==> src/rtl/mbrx_pkg.sv <==
// types, constants and the crc byte step of the modbus rtu frame receiver
package mbrx_pkg;

    localparam int unsigned FRAME_MAX_DEF = 256;
    localparam int unsigned POS_W         = 9;
    localparam int unsigned LEN_W         = 18;
    localparam int unsigned FIFO_DEPTH    = 2;
    localparam int unsigned PTR_W         = $clog2(FIFO_DEPTH);
    localparam int unsigned CNT_W         = $clog2(FIFO_DEPTH + 1);

    localparam logic [7:0]       ADDR_RESET  = 8'h01;
    localparam logic [15:0]      CRC_INIT    = 16'hFFFF;
    localparam logic [15:0]      CRC_POLY    = 16'hA001;
    localparam logic [POS_W-1:0] FIXED_LEN   = 9'd8;
    localparam logic [LEN_W-1:0] MULTI_BASE  = 18'd9;
    localparam logic [POS_W-1:0] POS_FC      = 9'd1;
    localparam logic [POS_W-1:0] POS_QTY_HI  = 9'd4;
    localparam logic [POS_W-1:0] POS_QTY_LO  = 9'd5;

    localparam logic [7:0] FC_READ_HOLD    = 8'h03;
    localparam logic [7:0] FC_WRITE_SINGLE = 8'h06;
    localparam logic [7:0] FC_WRITE_MULTI  = 8'h10;

    typedef enum logic {
        KIND_BYTE,
        KIND_GAP
    } t_kind;

    typedef enum logic [1:0] {
        FCC_NONE,
        FCC_FIXED,
        FCC_MULTI
    } t_fc_class;

    typedef enum logic [2:0] {
        ST_BUSY      = 3'd0,
        ST_GOOD      = 3'd1,
        ST_CRC_ERR   = 3'd2,
        ST_TOO_LONG  = 3'd3,
        ST_GAP_ABORT = 3'd4
    } t_status;

    typedef struct packed {
        t_kind      kind;
        t_fc_class  fc;
        logic [7:0] data;
    } t_item;

    typedef struct packed {
        logic full;
        logic empty;
    } t_q_stat;

    function automatic logic [15:0] mbrx_crc_byte(input logic [15:0] crc_in,
                                                  input logic [7:0]  data);
        logic [15:0] crc;
        crc = crc_in ^ {8'h00, data};
        for (int i = 0; i < 8; i++) begin
            if (crc[0]) begin
                crc = (crc >> 1) ^ CRC_POLY;
            end else begin
                crc = crc >> 1;
            end
        end
        return crc;
    endfunction

endpackage

==> src/rtl/mbrx_fifo.sv <==
// two-entry queue between the classifying front and the frame back end
module mbrx_fifo (
    input  logic            i_clk,
    input  logic            i_rst_n,
    input  logic            i_push,
    input  mbrx_pkg::t_item i_item,
    input  logic            i_pop,
    output mbrx_pkg::t_item o_item,
    output mbrx_pkg::t_q_stat o_stat
);
    import mbrx_pkg::*;

    t_item            r_mem [FIFO_DEPTH];
    logic [PTR_W-1:0] r_wr_ptr;
    logic [PTR_W-1:0] r_rd_ptr;
    logic [CNT_W-1:0] r_count;
    logic [CNT_W-1:0] n_count;

    always_comb begin
        n_count = r_count;
        if (i_push && !i_pop) begin
            n_count = r_count + CNT_W'(1);
        end else if (!i_push && i_pop) begin
            n_count = r_count - CNT_W'(1);
        end
    end

    always_ff @(posedge i_clk) begin
        if (!i_rst_n) begin
            r_wr_ptr <= '0;
            r_rd_ptr <= '0;
            r_count  <= '0;
        end else begin
            r_count <= n_count;
            if (i_push) begin
                r_wr_ptr <= r_wr_ptr + PTR_W'(1);
            end
            if (i_pop) begin
                r_rd_ptr <= r_rd_ptr + PTR_W'(1);
            end
        end
    end

    always_ff @(posedge i_clk) begin
        if (i_push) begin
            r_mem[r_wr_ptr] <= i_item;
        end
    end

    assign o_item       = r_mem[r_rd_ptr];
    assign o_stat.full  = (r_count == CNT_W'(FIFO_DEPTH));
    assign o_stat.empty = (r_count == '0);

endmodule

==> src/rtl/mbrx_front.sv <==
// input side: takes beats and classifies them before queuing
module mbrx_front (
    input  logic              i_valid,
    input  logic              i_cmd,
    input  logic [7:0]        i_rx_byte,
    input  mbrx_pkg::t_q_stat i_q_stat,
    output logic              o_stall,
    output logic              o_push,
    output mbrx_pkg::t_item   o_item
);
    import mbrx_pkg::*;

    t_fc_class fc;

    always_comb begin
        unique case (i_rx_byte) inside
            FC_READ_HOLD, FC_WRITE_SINGLE: fc = FCC_FIXED;
            FC_WRITE_MULTI:                fc = FCC_MULTI;
            default:                       fc = FCC_NONE;
        endcase
    end

    assign o_stall     = i_q_stat.full;
    assign o_push      = i_valid && !i_q_stat.full;
    assign o_item.kind = i_cmd ? KIND_GAP : KIND_BYTE;
    assign o_item.fc   = fc;
    assign o_item.data = i_rx_byte;

endmodule

==> src/rtl/mbrx_back.sv <==
// frame tracking, running crc and the output register
module mbrx_back #(
    parameter int unsigned FRAME_MAX = mbrx_pkg::FRAME_MAX_DEF
) (
    input  logic              i_clk,
    input  logic              i_rst_n,
    input  logic [7:0]        i_slave_address,
    input  mbrx_pkg::t_q_stat i_q_stat,
    input  mbrx_pkg::t_item   i_item,
    output logic              o_pop,
    input  logic              i_stall,
    output logic              o_valid,
    output logic [7:0]        o_frame_byte,
    output logic [7:0]        o_byte_index,
    output logic              o_last,
    output logic [2:0]        o_frame_status
);
    import mbrx_pkg::*;

    localparam logic [LEN_W-1:0] LEN_LIMIT = LEN_W'(FRAME_MAX);

    logic [POS_W-1:0] r_pos;
    logic [POS_W-1:0] n_pos;
    logic [POS_W-1:0] r_exp;
    logic [POS_W-1:0] n_exp;
    logic [15:0]      r_crc;
    logic [15:0]      n_crc;
    logic             r_multi;
    logic             n_multi;
    logic [7:0]       r_qty_hi;
    logic [7:0]       n_qty_hi;

    logic             r_out_valid;
    logic [7:0]       r_out_byte;
    logic [7:0]       r_out_index;
    logic             r_out_last;
    t_status          r_out_status;

    logic             res_valid;
    logic [7:0]       res_byte;
    logic             res_last;
    t_status          res_status;

    logic [15:0]      crc_next;
    logic [LEN_W-1:0] len_multi;
    logic [POS_W-1:0] pos_inc;
    logic [POS_W-1:0] exp_sel;
    logic             take;
    logic             hunt;

    assign o_pop     = !i_q_stat.empty && (!r_out_valid || !i_stall);
    assign crc_next  = mbrx_crc_byte(r_crc, i_item.data);
    assign len_multi = MULTI_BASE + {1'b0, r_qty_hi, i_item.data, 1'b0};
    assign pos_inc   = r_pos + POS_W'(1);

    always_comb begin
        n_pos      = r_pos;
        n_exp      = r_exp;
        n_crc      = r_crc;
        n_multi    = r_multi;
        n_qty_hi   = r_qty_hi;
        res_valid  = 1'b0;
        res_byte   = i_item.data;
        res_last   = 1'b0;
        res_status = ST_BUSY;
        exp_sel    = r_exp;
        take       = 1'b0;
        hunt       = 1'b0;

        if (i_item.kind == KIND_GAP) begin
            if (r_pos != '0) begin
                res_valid  = 1'b1;
                res_byte   = 8'h00;
                res_last   = 1'b1;
                res_status = ST_GAP_ABORT;
                hunt       = 1'b1;
            end
        end else if (r_pos == '0) begin
            take = (i_item.data == i_slave_address);
        end else if (r_pos == POS_FC) begin
            case (i_item.fc)
                FCC_FIXED: begin
                    exp_sel = FIXED_LEN;
                    n_multi = 1'b0;
                    take    = 1'b1;
                end
                FCC_MULTI: begin
                    exp_sel = '0;
                    n_multi = 1'b1;
                    take    = 1'b1;
                end
                default: begin
                    hunt = 1'b1;
                end
            endcase
        end else if (r_multi && r_pos == POS_QTY_HI) begin
            n_qty_hi = i_item.data;
            take     = 1'b1;
        end else if (r_multi && r_pos == POS_QTY_LO) begin
            if (len_multi > LEN_LIMIT) begin
                res_valid  = 1'b1;
                res_last   = 1'b1;
                res_status = ST_TOO_LONG;
                hunt       = 1'b1;
            end else begin
                exp_sel = len_multi[POS_W-1:0];
                take    = 1'b1;
            end
        end else begin
            take = 1'b1;
        end

        if (take) begin
            res_valid = 1'b1;
            n_crc     = crc_next;
            n_pos     = pos_inc;
            n_exp     = exp_sel;
            if (exp_sel != '0 && pos_inc >= exp_sel) begin
                res_last   = 1'b1;
                res_status = (crc_next == 16'h0000) ? ST_GOOD : ST_CRC_ERR;
                hunt       = 1'b1;
            end
        end

        if (hunt) begin
            n_pos    = '0;
            n_exp    = '0;
            n_crc    = CRC_INIT;
            n_multi  = 1'b0;
            n_qty_hi = 8'h00;
        end
    end

    always_ff @(posedge i_clk) begin
        if (!i_rst_n) begin
            r_pos       <= '0;
            r_exp       <= '0;
            r_crc       <= CRC_INIT;
            r_multi     <= 1'b0;
            r_qty_hi    <= 8'h00;
            r_out_valid <= 1'b0;
        end else begin
            if (o_pop) begin
                r_pos       <= n_pos;
                r_exp       <= n_exp;
                r_crc       <= n_crc;
                r_multi     <= n_multi;
                r_qty_hi    <= n_qty_hi;
                r_out_valid <= res_valid;
            end else if (!i_stall) begin
                r_out_valid <= 1'b0;
            end
        end
    end

    always_ff @(posedge i_clk) begin
        if (o_pop && res_valid) begin
            r_out_byte   <= res_byte;
            r_out_index  <= r_pos[7:0];
            r_out_last   <= res_last;
            r_out_status <= res_status;
        end
    end

    assign o_valid        = r_out_valid;
    assign o_frame_byte   = r_out_byte;
    assign o_byte_index   = r_out_index;
    assign o_last         = r_out_last;
    assign o_frame_status = r_out_status;

endmodule

==> src/rtl/modbus_rtu_frame_receiver_unit.sv <==
// Modbus RTU request frame receiver: finds frames addressed to this slave in a
// byte stream, echoes each frame byte with its index and checks the CRC-16.
// A beat is taken every cycle while the two-entry input queue has room; the
// frame tracker and its byte-wide CRC step handle one queued beat per cycle
// unless the result side stalls, which sets the sustained rate. Each accepted
// beat is queued and its result is registered in the output register when
// the tracker takes it. A result-side stall backs up into the queue; the input
// stalls while the queue holds two beats. A gap beat aborts a partial frame
// with an incomplete status. The slave address register resets to 1; the user
// must write it only while the block is idle, which the block does not enforce.
module modbus_rtu_frame_receiver_unit #(
    parameter int unsigned FRAME_MAX = mbrx_pkg::FRAME_MAX_DEF
) (
    input  logic       i_clk,
    input  logic       i_rst_n,
    input  logic       i_cfg_we,
    input  logic [7:0] i_cfg_wdata,
    input  logic       i_valid,
    output logic       o_stall,
    input  logic       i_cmd,
    input  logic [7:0] i_rx_byte,
    output logic       o_valid,
    input  logic       i_stall,
    output logic [7:0] o_frame_byte,
    output logic [7:0] o_byte_index,
    output logic       o_last,
    output logic [2:0] o_frame_status
);
    import mbrx_pkg::*;

    logic [7:0] r_slave_address;
    logic       push;
    logic       pop;
    t_item      front_item;
    t_item      queue_item;
    t_q_stat    q_stat;

    always_ff @(posedge i_clk) begin
        if (!i_rst_n) begin
            r_slave_address <= ADDR_RESET;
        end else if (i_cfg_we) begin
            r_slave_address <= i_cfg_wdata;
        end
    end

    mbrx_front u_front (
        .i_valid   (i_valid),
        .i_cmd     (i_cmd),
        .i_rx_byte (i_rx_byte),
        .i_q_stat  (q_stat),
        .o_stall   (o_stall),
        .o_push    (push),
        .o_item    (front_item)
    );

    mbrx_fifo u_fifo (
        .i_clk   (i_clk),
        .i_rst_n (i_rst_n),
        .i_push  (push),
        .i_item  (front_item),
        .i_pop   (pop),
        .o_item  (queue_item),
        .o_stat  (q_stat)
    );

    mbrx_back #(
        .FRAME_MAX (FRAME_MAX)
    ) u_back (
        .i_clk           (i_clk),
        .i_rst_n         (i_rst_n),
        .i_slave_address (r_slave_address),
        .i_q_stat        (q_stat),
        .i_item          (queue_item),
        .o_pop           (pop),
        .i_stall         (i_stall),
        .o_valid         (o_valid),
        .o_frame_byte    (o_frame_byte),
        .o_byte_index    (o_byte_index),
        .o_last          (o_last),
        .o_frame_status  (o_frame_status)
    );

endmodule

==> config.mk <==
export PLATFORM = sky130hd
export DESIGN_NAME = modbus_rtu_frame_receiver_unit
export DESIGN_NICKNAME = d
export VERILOG_FILES = /design/src/rtl/mbrx_pkg.sv /design/src/rtl/mbrx_fifo.sv /design/src/rtl/mbrx_front.sv /design/src/rtl/mbrx_back.sv /design/src/rtl/modbus_rtu_frame_receiver_unit.sv
export SDC_FILE = /design/constraint.sdc
export NUM_CORES = 1
export LEC_CHECK = 0
export BUFFER_PORTS_ARGS = -buffer_cell sky130_fd_sc_hd__buf_2
export CAP_MARGIN = 20
export CORE_MARGIN = 2
export CORE_UTILIZATION = 39
export CTS_CLUSTER_DIAMETER = 60
export DETAILED_ROUTE_END_ITERATION = 8
export GPL_TIMING_DRIVEN = 0
export HOLD_SLACK_MARGIN = 0.15
export REMOVE_ABC_BUFFERS = 1
export SETUP_SLACK_MARGIN = 0.1
export SYNTH_ARGS = -nofsm -noshare
export SYNTH_HDL_FRONTEND = slang
export SYNTH_SLANG_ARGS = --single-unit
==> constraint.sdc <==
create_clock -name i_clk -period 8.1 [get_ports i_clk]
set_input_delay 1.62 -clock i_clk [delete_from_list [all_inputs] [get_ports i_clk]]
set_output_delay 1.62 -clock i_clk [all_outputs]
set_load 0.1 [all_outputs]
==> results.yml <==
synth:
  syn-cell-area_um2: 5020
  syn_area_per_cell_um2: 10.0
  seq_area_frac_synth_pct: 47.8
  synth.top_cell.area_share_pct: 25.1
  yosysWarnings: 0
  netlist_instances: 501
  synth_edf_count: 42
  synth.area.top_cells: "edfxtp_1, dfxtp_1, xnor2_1, ha_1, nand2_1"
  yosys-top-cells-count: "dfxtp_1, nand2_1, edfxtp_1"
  ys_ff_latch: 99
  yosys.area.top_type: "edfxtp_1"
  async_flop_share_pct: 0
  synth.most_common_cell: "dfxtp_1"
  ys_types: 65
  ys.flop_type: "dfxtp_1"
setup_path:
  crit_cells: 20
  regToRegEndpoint: "u_back.r_crc[1]$_SDFFE_PN1P_"
  crit_path_end_kind: "register"
  start_kind: "register"
  cp.arrival_ps: 6870
  timing.reg2reg.setup_slack_ps: 1470
  crit_path_end: "u_back.r_crc[1]$_SDFFE_PN1P_"
  critPathTopFamily: "compound AO/OA/AOI/OAI gates"
  path_max_fanout: 23
  criticalPathCategory: "register to register"
  max_stage_delay_ps: 920
  cpMostUsedCell: "a21oi_1"
  path_cells: "mux2i_1, inv_1, ha_1, inv_1, a211oi_2, mux2i_1, nor3_1, a21oi_1, or2_2, a21o_1, ha_1, a21oi_1, o21ai_0, a21oi_1, o21ai_0, a21oi_1, a211oi_1, o21ai_1, nand4_1, o22a_1"
  path_buf_inv: 2
  cp_slowest_cell: "dfxtp_1"
  cp.required_ps: 8340
  reg2regPathDepth: 20
clock_network:
  root_buffer: "clkbuf_16"
  cts_setup_buffers: 0
  ctsHoldBuffers: 0
  h-tree-depth: 3
  cts_buffers: 9
  clk_latency_ps: 360
  cts_tree: "built"
  cts.sink_count: 99
  path_clk_slew_ps: 70
  cts_resized: 0
  clockBufferDepth: 2
finish:
  layout.nets: 576
  multi_input_area_um2: 2480
  syn2layout_area_growth_pct: 12.8
  nFillCells: 1243
  seqCellArea_um2: 2400
  drive_above_1_share_pct: 12.9
  final_util_pct: 44.9
  antenna_cells: 0
  layout.cells.non_filler: 714
  fin_area_um2: 5660
status:
  outcome: "completed"
timing:
  rsz0062_at_grt: "no"
  drv_slew: 0
  worst_slack_ps: 1470
  relSlewSlack_pct: 35.5
  max_freq_ghz: 0.151
  setup_viol: 0
  finClkSkew_ps: 13.6
  finalHoldViolCount: 0
  post-route-period-util_pct: 81.9
  worst_pin_slew_ps: 964
  whs_ps: 454
  period_needed_ps: 6630
  fin_tns_setup_ps: 0
route:
  wl_per_cell_um: 16.6
  drc: 0
  drtIter0Drc: 327
  drt_pass1_iterations: 6
  drt-total-wl_mm: 11.9
  viasPerCell: 5.50
  ant_nets: 0
  via_count: 3927
placed_design:
  io_buffers: 43
  dp.cells: 698
  post-place-ws_ps: 1580
  dp_hpwl_mm: 8.57
  placed_area_um2: 5380
  gp_congestion: 0.928
die:
  core_region_area_um2: 12600
  die_w_um: 117
  fp.dieH_um: 117
  dieArea_um2: 13800
  start_util_pct: 39.8
  pin_count: 44
  row_count: 41
power_and_ir_drop:
  p_total_mw: 1.46
  vdd_drop_max_uv: 183
  p_per_area_nw_per_um2: 258
  p_leak_nw: 2.14
global_routing:
  grt_pass1_wl_mm: 19.4
  track_usage_pct: 17.8
  grt_pass1_vias: 3716
  antenna_found_initial: 0
  grt_overflow: 0
  grt_max_degree: 37
worst_hold_path:
  hold_path_class: "register to register"
flow_run:
  maxCapViolCount: 0
[power by group]
group / switching (mW) / internal, mW
clock: 0.191 / 0.229
sequential: 0.0334 / 0.554
combinational: 0.274 / 0.179
total: 0.499 / 0.962
[area by class of cell]
type	instances	area share (%)
well taps	172	3.80
inverters	16	1.06
clock buffers	12	4.55
flip-flops and latches	99	42.4
repair buffers	43	3.80
clock inverters	4	0.530
multi-input cells	368	43.8
[how the worst min path moves through the flow]
stage / slack, ps / cells after the start / from / endpoint
2_1_floorplan: 420 / 2 / u_back.r_exp[8]$_SDFFE_PN0P_ / u_back.r_exp[8]$_SDFFE_PN0P_
3_3_place_gp: 440 / 2 / u_back.r_exp[7]$_SDFFE_PN0P_ / u_back.r_exp[7]$_SDFFE_PN0P_
3_5_place_dp: 440 / 2 / u_back.r_exp[7]$_SDFFE_PN0P_ / u_back.r_exp[7]$_SDFFE_PN0P_
4_1_cts: 450 / 2 / u_back.r_exp[7]$_SDFFE_PN0P_ / u_back.r_exp[7]$_SDFFE_PN0P_
5_1_grt: 480 / 2 / u_back.r_exp[5]$_SDFFE_PN0P_ / u_back.r_exp[5]$_SDFFE_PN0P_
6_report: 450 / 2 / u_back.r_exp[7]$_SDFFE_PN0P_ / u_back.r_exp[7]$_SDFFE_PN0P_
[state kept, by name, indices dropped and copies added, names as in the netlist, named ones only]
name,flops
u_fifo.r_wr_ptr,1
u_fifo.r_mem,22
u_back.o_last,1
r_slave_address,8
u_back.r_multi,1
u_back.o_valid,1
u_back.r_crc,16
u_back.r_pos,9
u_back.o_byte_index,8
u_back.r_exp,9
u_back.r_qty_hi,8
u_fifo.r_rd_ptr,1
u_fifo.r_count,2
u_back.o_frame_byte,8
u_back.o_frame_status,3
[kinds of logic (layout without fill, tap and decap cells)]
logic type,count (synthesis),count (layout),synth area share [%]
AO/OA/AOI/OAI,113,113,15.0
XOR/XNOR,43,43,7.50
adder cells (fa/ha/maj),17,17,4.24
buffers and inverters,34,75,3.02
flip-flops,99,99,47.8
multiplexers,21,21,4.36
AND/OR/NAND/NOR,174,174,18.0
[tightest hold or removal path, delay by kind of cell (launching register included)]
family | cells | cell delay [ps]
flip-flops | 1 | 310
AND/OR/NAND/NOR | 1 | 50
AO/OA/AOI/OAI | 1 | 50
[layout by cell type, fill, tap and decap left out, types with 5 or more instances in the layout]
cell type and instances:
edfxtp_1 42, o22a_1 7, buf_2 43, nor3_1 5, nor4_1 5, xnor2_1 29, nand4_1 8, and2_1 9
nand2_1 52, nand3_1 14, a22o_1 5, o21ai_0 14, nor2b_1 9, nor2_1 37, o21a_1 6, inv_1 16
a21oi_1 25, o22ai_1 12, mux2i_1 18, ha_1 17, dfxtp_1 57, a31oi_1 7, clkbuf_16 10, o21ai_1 9
xor2_1 14, nand2b_1 5
[layer usage]
metal	vias up	global-route usage [%]	routed length [um]
met5	-	0	0
met2	137	27.1	5260
met3	28	4.17	727
li1	1911	-	-
met1	1851	24.2	5530
met4	0	7.91	359
Power figures use the tool's default switching activity.
